<file path="src/rtl/core/gdc_pkg.sv">
`timescale 1ns / 1ps
`default_nettype none

package gdc_pkg;

    // Field widths
    localparam int YEAR_W     = 14;
    localparam int IN_DATA_W  = 56;
    localparam int OUT_DATA_W = 40;

    // Configuration register indexes
    localparam logic [0:0] CFG_FIRST_YEAR = 1'b0;
    localparam logic [0:0] CFG_YEAR_LIMIT = 1'b1;

    localparam logic [YEAR_W-1:0] FIRST_YEAR_RST = 14'd1901;
    localparam logic [YEAR_W-1:0] YEAR_LIMIT_RST = 14'd2100;

    // Operation codes
    localparam logic FUNC_CHECK = 1'b0;
    localparam logic FUNC_INDEX = 1'b1;

    // Reciprocals: x/100 = (x*5243)>>19, x/7 = (x*18725)>>17, small x/7 = (x*293)>>11
    localparam logic [12:0] RECIP_100   = 13'd5243;
    localparam logic [14:0] RECIP_7     = 15'd18725;
    localparam logic [8:0]  RECIP_7_SML = 9'd293;
    localparam logic [14:0] CYCLE_SHIFT = 15'd399;

    typedef struct packed {
        logic [8:0]        day_index;
        logic [5:0]        second;
        logic [5:0]        minute;
        logic [4:0]        hour;
        logic [4:0]        day;
        logic [3:0]        month;
        logic [YEAR_W-1:0] year;
        logic              func;
    } in_t;

    // After the divide stage
    typedef struct packed {
        logic              func;
        logic [YEAR_W-1:0] year;
        logic [14:0]       yw;
        logic [7:0]        q100y;
        logic [7:0]        q100w;
        logic [3:0]        month;
        logic [4:0]        day;
        logic [8:0]        day_index;
        logic              year_ok;
        logic              time_ok;
    } s1_t;

    // After the leap stage
    typedef struct packed {
        logic        func;
        logic        leap;
        logic [14:0] s0;
        logic [3:0]  month;
        logic [4:0]  day;
        logic [8:0]  day_index;
        logic        ok;
    } s2_t;

    // After the lookup stage
    typedef struct packed {
        logic       func;
        logic       leap;
        logic       date_ok;
        logic [8:0] year_day;
        logic [4:0] month_length;
        logic [2:0] s7;
        logic       idx_ok;
        logic [3:0] found_month;
        logic [4:0] found_day;
    } s3_t;

    typedef struct packed {
        logic [4:0] found_day;
        logic [3:0] found_month;
        logic [8:0] year_length;
        logic [4:0] month_length;
        logic [8:0] year_day;
        logic [2:0] week_day;
        logic       leap_year;
        logic       valid_res;
    } res_t;

    // Days in the first m months (m = 0..12); 0 for meaningless codes
    function automatic logic [8:0] cum_days(input logic leap, input logic [3:0] m);
        logic [8:0] d;
        unique case (m)
            4'd0:    d = 9'd0;
            4'd1:    d = 9'd31;
            4'd2:    d = 9'd59;
            4'd3:    d = 9'd90;
            4'd4:    d = 9'd120;
            4'd5:    d = 9'd151;
            4'd6:    d = 9'd181;
            4'd7:    d = 9'd212;
            4'd8:    d = 9'd243;
            4'd9:    d = 9'd273;
            4'd10:   d = 9'd304;
            4'd11:   d = 9'd334;
            4'd12:   d = 9'd365;
            default: d = 9'd0;
        endcase
        if (leap && m >= 4'd2 && m <= 4'd12) begin
            d = d + 9'd1;
        end
        return d;
    endfunction

    // Month length, 0 for a bad month
    function automatic logic [4:0] month_len(input logic leap, input logic [3:0] m);
        logic [4:0] d;
        unique case (m)
            4'd1, 4'd3, 4'd5, 4'd7, 4'd8, 4'd10, 4'd12: d = 5'd31;
            4'd4, 4'd6, 4'd9, 4'd11:                    d = 5'd30;
            4'd2:                                       d = leap ? 5'd29 : 5'd28;
            default:                                    d = 5'd0;
        endcase
        return d;
    endfunction

endpackage

`default_nettype wire

</file>
<file path="src/rtl/core/gdc_lookup.sv">
`timescale 1ns / 1ps
`default_nettype none

// Stage 3: month tables, day of year, index search, partial sum mod 7
module gdc_lookup
    import gdc_pkg::*;
(
    input  wire logic aclk,
    input  wire logic aresetn,
    input  wire logic in_valid,
    output logic      in_ready,
    input  wire s2_t  in_data,
    output logic      out_valid,
    input  wire logic out_ready,
    output s3_t       out_data
);

    logic        valid_reg;
    s3_t         data_reg;
    s3_t         data_next;
    logic [4:0]  mlen;
    logic        date_ok;
    logic [8:0]  yday;
    logic [29:0] prod7;
    logic [11:0] q7;
    logic [14:0] mul7;
    logic [14:0] rem7;
    logic        idx_ok;
    logic [3:0]  fm;
    logic [8:0]  base;
    logic [8:0]  offs;

    assign mlen    = month_len(in_data.leap, in_data.month);
    assign date_ok = in_data.ok && (in_data.day <= mlen);
    assign yday    = cum_days(in_data.leap, in_data.month - 4'd1) + 9'(in_data.day);

    // s0 mod 7
    assign prod7 = 30'(in_data.s0) * 30'(RECIP_7);
    assign q7    = prod7[28:17];
    assign mul7  = 15'({q7, 3'b000}) - 15'(q7);
    assign rem7  = in_data.s0 - mul7;

    // First month whose end lies past the index
    always_comb begin
        idx_ok = 1'b0;
        fm     = 4'd0;
        base   = 9'd0;
        for (int i = 11; i >= 0; i--) begin
            if (in_data.day_index < cum_days(in_data.leap, 4'(i + 1))) begin
                idx_ok = 1'b1;
                fm     = 4'(i + 1);
                base   = cum_days(in_data.leap, 4'(i));
            end
        end
    end

    assign offs = in_data.day_index - base + 9'd1;

    always_comb begin
        data_next      = '0;
        data_next.func = in_data.func;
        data_next.leap = in_data.leap;
        data_next.s7   = rem7[2:0];
        if (in_data.func == FUNC_CHECK) begin
            data_next.date_ok      = date_ok;
            data_next.month_length = mlen;
            data_next.year_day     = date_ok ? yday : 9'd0;
        end else begin
            data_next.idx_ok      = idx_ok;
            data_next.found_month = idx_ok ? fm : 4'd0;
            data_next.found_day   = idx_ok ? offs[4:0] : 5'd0;
        end
    end

    // Stage handshake
    assign in_ready  = !valid_reg || out_ready;
    assign out_valid = valid_reg;
    assign out_data  = data_reg;

    always_ff @(posedge aclk) begin
        if (!aresetn) begin
            valid_reg <= 1'b0;
        end else if (in_ready) begin
            valid_reg <= in_valid;
        end
    end

    always_ff @(posedge aclk) begin
        if (in_ready && in_valid) begin
            data_reg <= data_next;
        end
    end

endmodule

`default_nettype wire

</file>
<file path="config.mk">
export PLATFORM = sky130hd
export DESIGN_NAME = gdc_lookup
export DESIGN_NICKNAME = d
export VERILOG_FILES = /design/src/rtl/core/gdc_pkg.sv /design/src/rtl/core/gdc_lookup.sv
export SDC_FILE = /design/constraint.sdc
export NUM_CORES = 1
export LEC_CHECK = 0
export ABC_AREA = 1
export ABC_CLOCK_PERIOD_IN_PS = 5450
export BUFFER_PORTS_ARGS = -buffer_cell sky130_fd_sc_hd__buf_2
export CAP_MARGIN = 20
export CELL_PAD_IN_SITES_DETAIL_PLACEMENT = 1
export CELL_PAD_IN_SITES_GLOBAL_PLACEMENT = 2
export CORE_ASPECT_RATIO = 1.1
export CORE_MARGIN = 2
export CORE_UTILIZATION = 31
export DETAILED_ROUTE_END_ITERATION = 8
export GPL_TIMING_DRIVEN = 0
export PLACE_DENSITY_LB_ADDON = 0.1
export SLEW_MARGIN = 20
export SYNTH_ARGS = -nofsm -noshare
export SYNTH_HDL_FRONTEND = slang
export SYNTH_SLANG_ARGS = --single-unit
</file>
<file path="constraint.sdc">
create_clock -name aclk -period 5.45 [get_ports aclk]
set_input_delay 0.545 -clock aclk [delete_from_list [all_inputs] [get_ports aclk]]
set_output_delay 0.545 -clock aclk [all_outputs]
set_load 0.02 [all_outputs]
</file>
==> metrics.txt, run 1 <==
status completed; Max VDD drop 0.138 mV; Reg clk slew, reported paths 0.05 ns; clock network power share 12.4%; share of cells above drive strength 1 21.6%; syn_nets 837; die area 17,700 µm²; drt pass-1 iters 4; initial antenna violation count 0; Setup violations, final 0; drt wl/cell 14.7 µm; first-pass GRT wire length 22,400 µm; core area 16,300 µm²; Max Cap Violations 0; die span in x 127 µm; Sink Count 29; Worst Tran Pin Value 0.449 ns; CTS tree yes; Vias/cell 4.72; effective utilization at floorplan 31.7%; grt total ovfl 0; clk_lat worst skew 0.27 ns; Routability Congestion 0.787; critical path's slowest cell fa_1; Sw Share 47.0%; Die Y 139 µm; DP HPWL 11,900 µm; Crit path max-delay family adder cells; Synth area leader ha_1; number of global-route vias before repair 4,699; syn avg cell area 7.74 µm²; placed inst area 5790 µm²; post-synth top area share 23.7%; area occupied by multi-input gates 4040 µm²; Setup crit start kind input pin; Peak Freq 0.189 GHz; via count 4,473; Register Area 861 µm²; largest net degree at the start of global routing 22; clk buf depth 2; Setup WS pre-CTS -0.428 ns; Synth Instances 667; Int Pwr 1.11 mW; Area growth, synth to finish 21.8%; Crit Path Class input pin to flip-flop; Final Max Slew Viols 0; PwrDens 333 nW/µm²; Leak 3.27 nW; Layout Nets 913; worst hold path type input pin to flip-flop; minimum clock period 5.30 ns; # hold bufs at CTS 0; register area share after synthesis 16.7%; most common cell after layout, fill and taps aside inv_1; sequential power share 15.2%; Final period util 97.3%; DR iter-0 viols 138; post-synthesis cell area 5160 µm²; FP Rows 49; total routing usage reported by global routing 15.2%; commonest non-fill, non-tap cells in the layout inv_1, nand2_1, ha_1; final hold slack 0.527 ns; port bufs 66; TritonCTS Buffers 5; Worst setup EP type flip-flop; Slew HR 69.7%; Post-Layout Inst Area 6290 µm²; total I/O pin count 72; n_diodes 0; #FFs+latches synth 29; Buf+Inv Stages, Crit Path 7; critical path data required time 5.47 ns; htree depth 2; yosys warns 0; Worst Slack Setup Final 0.146 ns; FILL cells 1,999; DRC 0; top cells by area, synth ha_1, edfxtp_1, fa_1; DRT antenna net count 0; synth unique cells 40; crit-path max FO 4; Post-Route WL 14,000 µm; clk_skew 0.00208 ns; Hold Vio Cnt, Final 0; NetSw 985 µW; combinational share of power 72.4%; Worst EP arrival 5.32 ns; clk root buf clkbuf_16; CP peak stage delay 0.49 ns
-- cells in the mapped netlist, drive strengths merged --
master / instances
fa: 32
nand2: 140
edfxtp: 28
dfxtp: 1
inv: 146
a31oi: 4
nor3: 5
nor4: 1
a211oi: 2
buf: 6
a21oi: 30
xnor2: 13
or2: 2
clkbuf: 3
nand3: 39
xor2: 8
nor2: 60
a21boi: 2
o21bai: 3
nand4: 12
a21o: 1
ha: 98
o211ai: 5
nand3b: 1
o21ai: 22
o21a: 1
o221ai: 2
-- worst reg2reg max path: cells and delay by family, from the launching register on --
kind                   cells  cell delay (ns)
flip-flops                 1             0.34
AO/OA/AOI/OAI              1             0.34
buffers and inverters      1             0.22
-- final timing paths --
| check | startpoint | endpoint | slack [ns] | cells after the start |
|---|---|---|---|---|
| worst min register to register | out_valid$_SDFFE_PN0N_ | out_valid$_SDFFE_PN0N_ | 0.56 | 2 |
| worst min-delay path | aresetn | out_valid$_SDFFE_PN0N_ | 0.53 | 2 |
| worst max-delay path | in_data[28] | out_data[12]$_DFFE_PP_ | 0.15 | 25 |
| worst max register to register | out_valid$_SDFFE_PN0N_ | out_data[12]$_DFFE_PP_ | 4.25 | 2 |
-- stage by stage --
step                cells  util [%]  setup TNS (ns)  total power [mW]
finish                948      38.6               0              2.10
global route          948      38.6         -0.0482              2.32
CTS                   946      36.5               0              1.89
detailed placement    938      35.5          -0.428              1.58
global placement      937      35.3          -0.388              1.54
floorplan             667         -               0              1.24
-- metal layers --
layer / vias up / global-route usage (%) / part of all wire (%)
met5: - / 0 / 0
met4: 0 / 1.56 / 0.47
met3: 5 / 1.31 / 2.6
met2: 66 / 27.2 / 49
met1: 2122 / 20.5 / 47
li1: 2280 / - / -
-- registers in the layout (all words and copies together), names as in the netlist --
name / count
out_data: 28
out_valid: 1
-- timing repair --
action                     4_1_cts  5_1_grt
setup buffers                    0        2
setup endpoints to repair        1        1
pin swaps                        2       17
resized for setup                5       47
-- cells by family (layout without fill, tap and decap cells) --
| family | after synthesis | count (layout) | synth area share, % |
|---|---|---|---|
| fa+ha+maj | 130 | 130 | 36.1 |
| compound gates | 72 | 72 | 7.97 |
| buf+inv | 155 | 232 | 11.6 |
| xor+xnor | 21 | 21 | 3.56 |
| simple gates | 260 | 260 | 24.0 |
| flops | 29 | 29 | 16.7 |
-- power by group through the flow --
stage | logic (mW) | registers [mW] | clock network [mW]
floorplan | 0.881 | 0.359 | 0
global placement | 1.21 | 0.324 | 0
detailed placement | 1.26 | 0.323 | 0
CTS | 1.30 | 0.319 | 0.269
global route | 1.72 | 0.321 | 0.278
finish | 1.52 | 0.318 | 0.260
-- cell type report --
cell class / instances / area share, %
timing repair buffer: 69 / 6.32
clock buffer: 5 / 1.99
inverter: 146 / 8.71
tap: 204 / 4.06
buffer: 9 / 0.835
clock inverter: 3 / 0.278
multi-input combinational: 483 / 64.1
sequential: 29 / 13.7
(Power assumes the default switching activity.)
==> run 2, diff against run 1 <==
--- a/config.mk
+++ b/config.mk
@@ -16,7 +16,9 @@
 export CORE_UTILIZATION = 31
 export DETAILED_ROUTE_END_ITERATION = 8
 export GPL_TIMING_DRIVEN = 0
+export HOLD_SLACK_MARGIN = 0.12
 export PLACE_DENSITY_LB_ADDON = 0.1
+export REMOVE_ABC_BUFFERS = 1
 export SLEW_MARGIN = 20
 export SYNTH_ARGS = -nofsm -noshare
 export SYNTH_HDL_FRONTEND = slang
==> metrics.txt, run 2 (synthesis results as in run 1) <==
internal reg-to-reg setup slack 4.27 ns; Post-Route WL 14,000 µm; Worst Hold Launch aresetn; hold endpoint out_valid$_SDFFE_PN0N_; Register Area 861 µm²; Critical R2R Capture out_data[14]$_SDFFCE_PP0P_; Post-Layout Inst Area 6380 µm²; Worst EP arrival 5.36 ns; port bufs 71; Reg clk slew, reported paths 0.05 ns; most used cell, CP fa_1; DR iter-0 viols 142; die span in x 127 µm; DP HPWL 11,900 µm; clk_skew 0.00625 ns; Crit path max-delay family adder cells; met2 usage 28.5%; number of global-route vias before repair 4,720; critical path data required time 5.46 ns; clk buf depth 2; Vias/cell 4.72; DRC 0; cells along the critical path buf_12 -> ha_4 -> fa_1 -> fa_1 -> fa_1 -> inv_1 -> fa_1 -> inv_2 -> ha_4 -> nand2_4 -> nor4_4 -> o21ai_1 -> nand2_1 -> xor2_1 -> ha_2 -> inv_2 -> fa_2 -> xnor2_2 -> xnor2_1 -> xor2_1 -> xnor2_1; Crit Path Class input pin to flip-flop; Worst setup EP type flip-flop; Final period util 98.1%; via count 4,465; critical path's slowest cell fa_1; first-pass GRT wire length 23,200 µm; Worst Tran Pin Value 0.454 ns; CP peak stage delay 0.55 ns; Buf+Inv Stages, Crit Path 4; FILL cells 1,990; CTS tree yes; Sink Count 29; most common cell after layout, fill and taps aside inv_1; hold-critical path depth 2; PwrDens 335 nW/µm²; total routing usage reported by global routing 15.9%; TritonCTS Buffers 5; Final Max Slew Viols 0; Max Cap Violations 0; status completed; Hold Vio Cnt, Final 0; Setup crit start kind input pin; grt total ovfl 0; clk_lat worst skew 0.27 ns; die area 17,700 µm²; area occupied by multi-input gates 4100 µm²; Die Y 139 µm; initial antenna violation count 0; Layout Nets 910; Area growth, synth to finish 23.5%; met1 Track Usage GR 21.7%; Peak Freq 0.187 GHz; share of cells above drive strength 1 22.5%; RSZ-0062 raised after global routing yes; max FFs per register 28; total I/O pin count 72; crit-path max FO 5; htree depth 2; reg2reg path depth 2; Max VDD drop 0.190 mV; Leak 3.27 nW; Routability Congestion 0.817; placed inst area 5760 µm²; clk root buf clkbuf_16; commonest non-fill, non-tap cells in the layout inv_1, nand2_1, ha_1; Pwr Total 2.14 mW; Final Util 39.1%; Setup violations, final 0; drt pass-1 iters 4; worst hold path type input pin to flip-flop; RR Startpoint out_valid$_SDFFE_PN0N_; minimum clock period 5.35 ns; Worst Slack Setup Final 0.102 ns; busiest layer in global routing met2; Slew HR 69.4%; drt wl/cell 14.8 µm; largest net degree at the start of global routing 23; FP Rows 49; # hold bufs at CTS 0; Setup WS pre-CTS -0.646 ns; effective utilization at floorplan 31.7%; n_diodes 0; DRT antenna net count 0; GR met3 Demand/Resource 1.04%; core area 16,300 µm²
==> run 2: cell types whose count changed in the layout (fill, tap and decap cells not counted), sizes merged <==
| cell | previous run | this run |
|---|---|---|
| buf | 70 | 74 |
| clkbuf | 13 | 6 |
==> run 2: power by group <==
part	internal [mW]	leakage, nW	total (mW)	switching [mW]
sequential	0.307	0.286	0.316	0.00937
clock	0.167	0.0696	0.258	0.0909
combinational	0.661	2.92	1.56	0.901
total	1.13	3.27	2.14	1.00
==> run 2: repair_timing <==
item                                    in CTS  in global routing
resized for setup                           36                 30
endpoints found under the setup margin       1                  1
setup buffers                                1                  2
pin swaps                                   20                 28
==> run 2: worst reg2reg max path, stage by stage, from the launching register on <==
cell     delay (ns)
dfxtp_1        0.34
a21oi_4        0.33
buf_16         0.21
==> run 2: per-layer routing <==
metal	part of all wire, %	wire length, µm
met3	2.3	328
met4	0.47	66
met5	0	0
met1	47	6610
met2	50	6990
==> run 2: worst max-delay path by stage <==
stage | from | endpoint | slack [ns] | depth (start not counted)
final | in_data[23] | out_data[12]$_DFFE_PP_ | 0.10 | 21
after global routing | in_data[29] | out_data[12]$_DFFE_PP_ | -0.14 | 24
after CTS | in_data[21] | out_data[12]$_DFFE_PP_ | 0.008 | 21
after detailed placement | in_data[29] | out_data[12]$_DFFE_PP_ | -0.65 | 24
after global placement | in_data[29] | out_data[12]$_DFFE_PP_ | -0.57 | 24
after floorplan | in_data[29] | out_data[12]$_DFFE_PP_ | 0.12 | 23
==> run 2: cell type report <==
| class | count | area share (%) |
|---|---|---|
| tap | 204 | 4.00 |
| clock buffer | 5 | 1.96 |
| sequential | 29 | 13.5 |
| multi-input combinational | 483 | 64.3 |
| inverter | 146 | 8.59 |
| timing repair buffer | 75 | 7.34 |
| clock inverter | 3 | 0.275 |
==> run 2: through the flow <==
step	hold WS, ns	setup TNS, ns	instances
final	0.527	0	945
after global routing	0.537	-0.142	945
after CTS	0.526	0	943
after detailed placement	0.561	-0.646	934
after global placement	0.492	-0.572	933
after floorplan	0.644	0	658
==> run 3, diff against run 2 <==
--- a/config.mk
+++ b/config.mk
@@ -11,7 +11,7 @@
 export CAP_MARGIN = 20
 export CELL_PAD_IN_SITES_DETAIL_PLACEMENT = 1
 export CELL_PAD_IN_SITES_GLOBAL_PLACEMENT = 2
-export CORE_ASPECT_RATIO = 1.1
+export CORE_ASPECT_RATIO = 1.5
 export CORE_MARGIN = 2
 export CORE_UTILIZATION = 31
 export DETAILED_ROUTE_END_ITERATION = 8
==> metrics.txt, run 3 (synthesis results as in run 1) <==
status completed; DRC 0; Leak 3.25 nW; largest net degree at the start of global routing 22; first-pass GRT wire length 23,600 µm; worst hold path type input pin to flip-flop; Max Cap Violations 0; Worst Hold Launch aresetn; Routability Congestion 0.840; CP peak stage delay 0.52 ns; Die Y 162 µm; clk_skew 0.00508 ns; internal reg-to-reg setup slack 4.23 ns; Crit path max-delay family adder cells; share of cells above drive strength 1 22.5%; Final Max Slew Viols 0; clk_lat worst skew 0.27 ns; port bufs 71; initial antenna violation count 0; critical path's slowest cell fa_1; Worst Tran Pin Value 0.504 ns; Setup WS pre-CTS -0.486 ns; Final period util 95.9%; hold-critical path depth 2; Layout Nets 910; CTS tree yes; hold endpoint out_valid$_SDFFE_PN0N_; minimum clock period 5.23 ns; commonest non-fill, non-tap cells in the layout inv_1, nand2_1, ha_1; clk root buf clkbuf_16; Worst setup EP type flip-flop; total I/O pin count 72; Area growth, synth to finish 22.1%; FP Rows 57; Crit Path Class input pin to flip-flop; Worst EP arrival 5.24 ns; Post-Layout Inst Area 6310 µm²; number of global-route vias before repair 4,948; drt wl/cell 15.2 µm; clk buf depth 2; most common cell after layout, fill and taps aside inv_1; core area 16,300 µm²; crit-path max FO 4; Buf+Inv Stages, Crit Path 6; Worst Slack Setup Final 0.223 ns; Hold Vio Cnt, Final 0; reg2reg path depth 2; total routing usage reported by global routing 16.7%; grt total ovfl 0; TritonCTS Buffers 5; Peak Freq 0.191 GHz; Critical R2R Capture out_data[2]$_SDFFCE_PP0P_; DRT antenna net count 0; Sink Count 29; RR Startpoint out_valid$_SDFFE_PN0N_; cells along the critical path buf_6 -> ha_4 -> ha_4 -> ha_4 -> inv_1 -> fa_1 -> inv_2 -> fa_1 -> inv_2 -> fa_1 -> inv_2 -> ha_4 -> nand3_2 -> a211oi_2 -> nor2_1 -> nand2_1 -> xor2_1 -> ha_2 -> inv_2 -> fa_2 -> xnor2_2 -> xnor2_2 -> xor2_1 -> xnor2_1; htree depth 2; die area 17,700 µm²; DR iter-0 viols 78; # hold bufs at CTS 0; Slew HR 66.0%; effective utilization at floorplan 31.8%; max FFs per register 28; placed inst area 5760 µm²; Vias/cell 4.76; Setup violations, final 0; DP HPWL 12,200 µm; Post-Route WL 14,400 µm; drt pass-1 iters 4; Setup crit start kind input pin; die span in x 109 µm; Max VDD drop 0.197 mV; PwrDens 330 nW/µm²; Final Util 38.8%; n_diodes 0; via count 4,507; Reg clk slew, reported paths 0.05 ns; critical path data required time 5.46 ns
==> run 3: changes by cell type in the layout (fill, tap and decap cells not counted), sizes merged <==
| cell | before | now |
|---|---|---|
| clkbuf | 6 | 7 |
| clkinvlp | 1 | 0 |
==> run 3: report_power, final <==
part | internal (mW) | total, mW | switching (mW) | leakage, nW
clock network | 0.167 | 0.258 | 0.0905 | 0.0706
registers | 0.307 | 0.317 | 0.00950 | 0.286
logic | 0.649 | 1.51 | 0.861 | 2.90
total | 1.12 | 2.08 | 0.961 | 3.25
==> run 3: worst max-delay path by stage <==
| stage | from | end | depth (start not counted) |
|---|---|---|---|
| 3_3_place_gp | in_data[29] | out_data[12]$_DFFE_PP_ | 24 |
| 2_1_floorplan | in_data[29] | out_data[12]$_DFFE_PP_ | 23 |
| 6_report | in_data[29] | out_data[12]$_DFFE_PP_ | 24 |
| 5_1_grt | in_data[25] | out_data[12]$_DFFE_PP_ | 21 |
| 3_5_place_dp | in_data[29] | out_data[12]$_DFFE_PP_ | 24 |
| 4_1_cts | in_data[30] | out_data[12]$_DFFE_PP_ | 22 |
==> run 3: area by class of cell <==
| class | instances | area (µm²) |
|---|---|---|
| Clock buffer | 6 | 129 |
| Clock inverter | 2 | 10.0 |
| Tap cell | 206 | 258 |
| Multi-Input combinational cell | 483 | 4070 |
| Inverter | 146 | 548 |
| Sequential cell | 29 | 861 |
| Timing Repair Buffer | 75 | 435 |
| Fill cell | 2002 | 9950 |
==> run 3: metrics by stage <==
stage	total power, mW	cells	TNS [ns]	hold slack [ns]
global placement	1.56	935	-0.407	0.486
detailed placement	1.59	936	-0.486	0.588
CTS	1.97	944	0	0.543
floorplan	1.23	658	0	0.644
finish	2.08	947	0	0.545
global route	2.33	947	-0.0235	0.554
==> run 3: metal layers <==
layer,GRT usage [%],routed length (µm),vias up
li1,-,-,2285
met1,18.6,5730,2153
met2,33.7,8200,59
met4,2.82,169,0
met5,0,0,-
met3,1.16,301,10
==> run 3: worst register-to-register path: stages, from the launching register on <==
cell	delay, ns
dfxtp_1	0.34
a21oi_4	0.37
buf_16	0.22
==> run 3: what timing repair did <==
action                                  CTS  global route
endpoints found under the setup margin    1             1
setup buffers                             0             3
endpoints found under the hold margin     0             0
gates resized for setup                  18            41
pin swaps                                11            25
gates cloned                              0             0
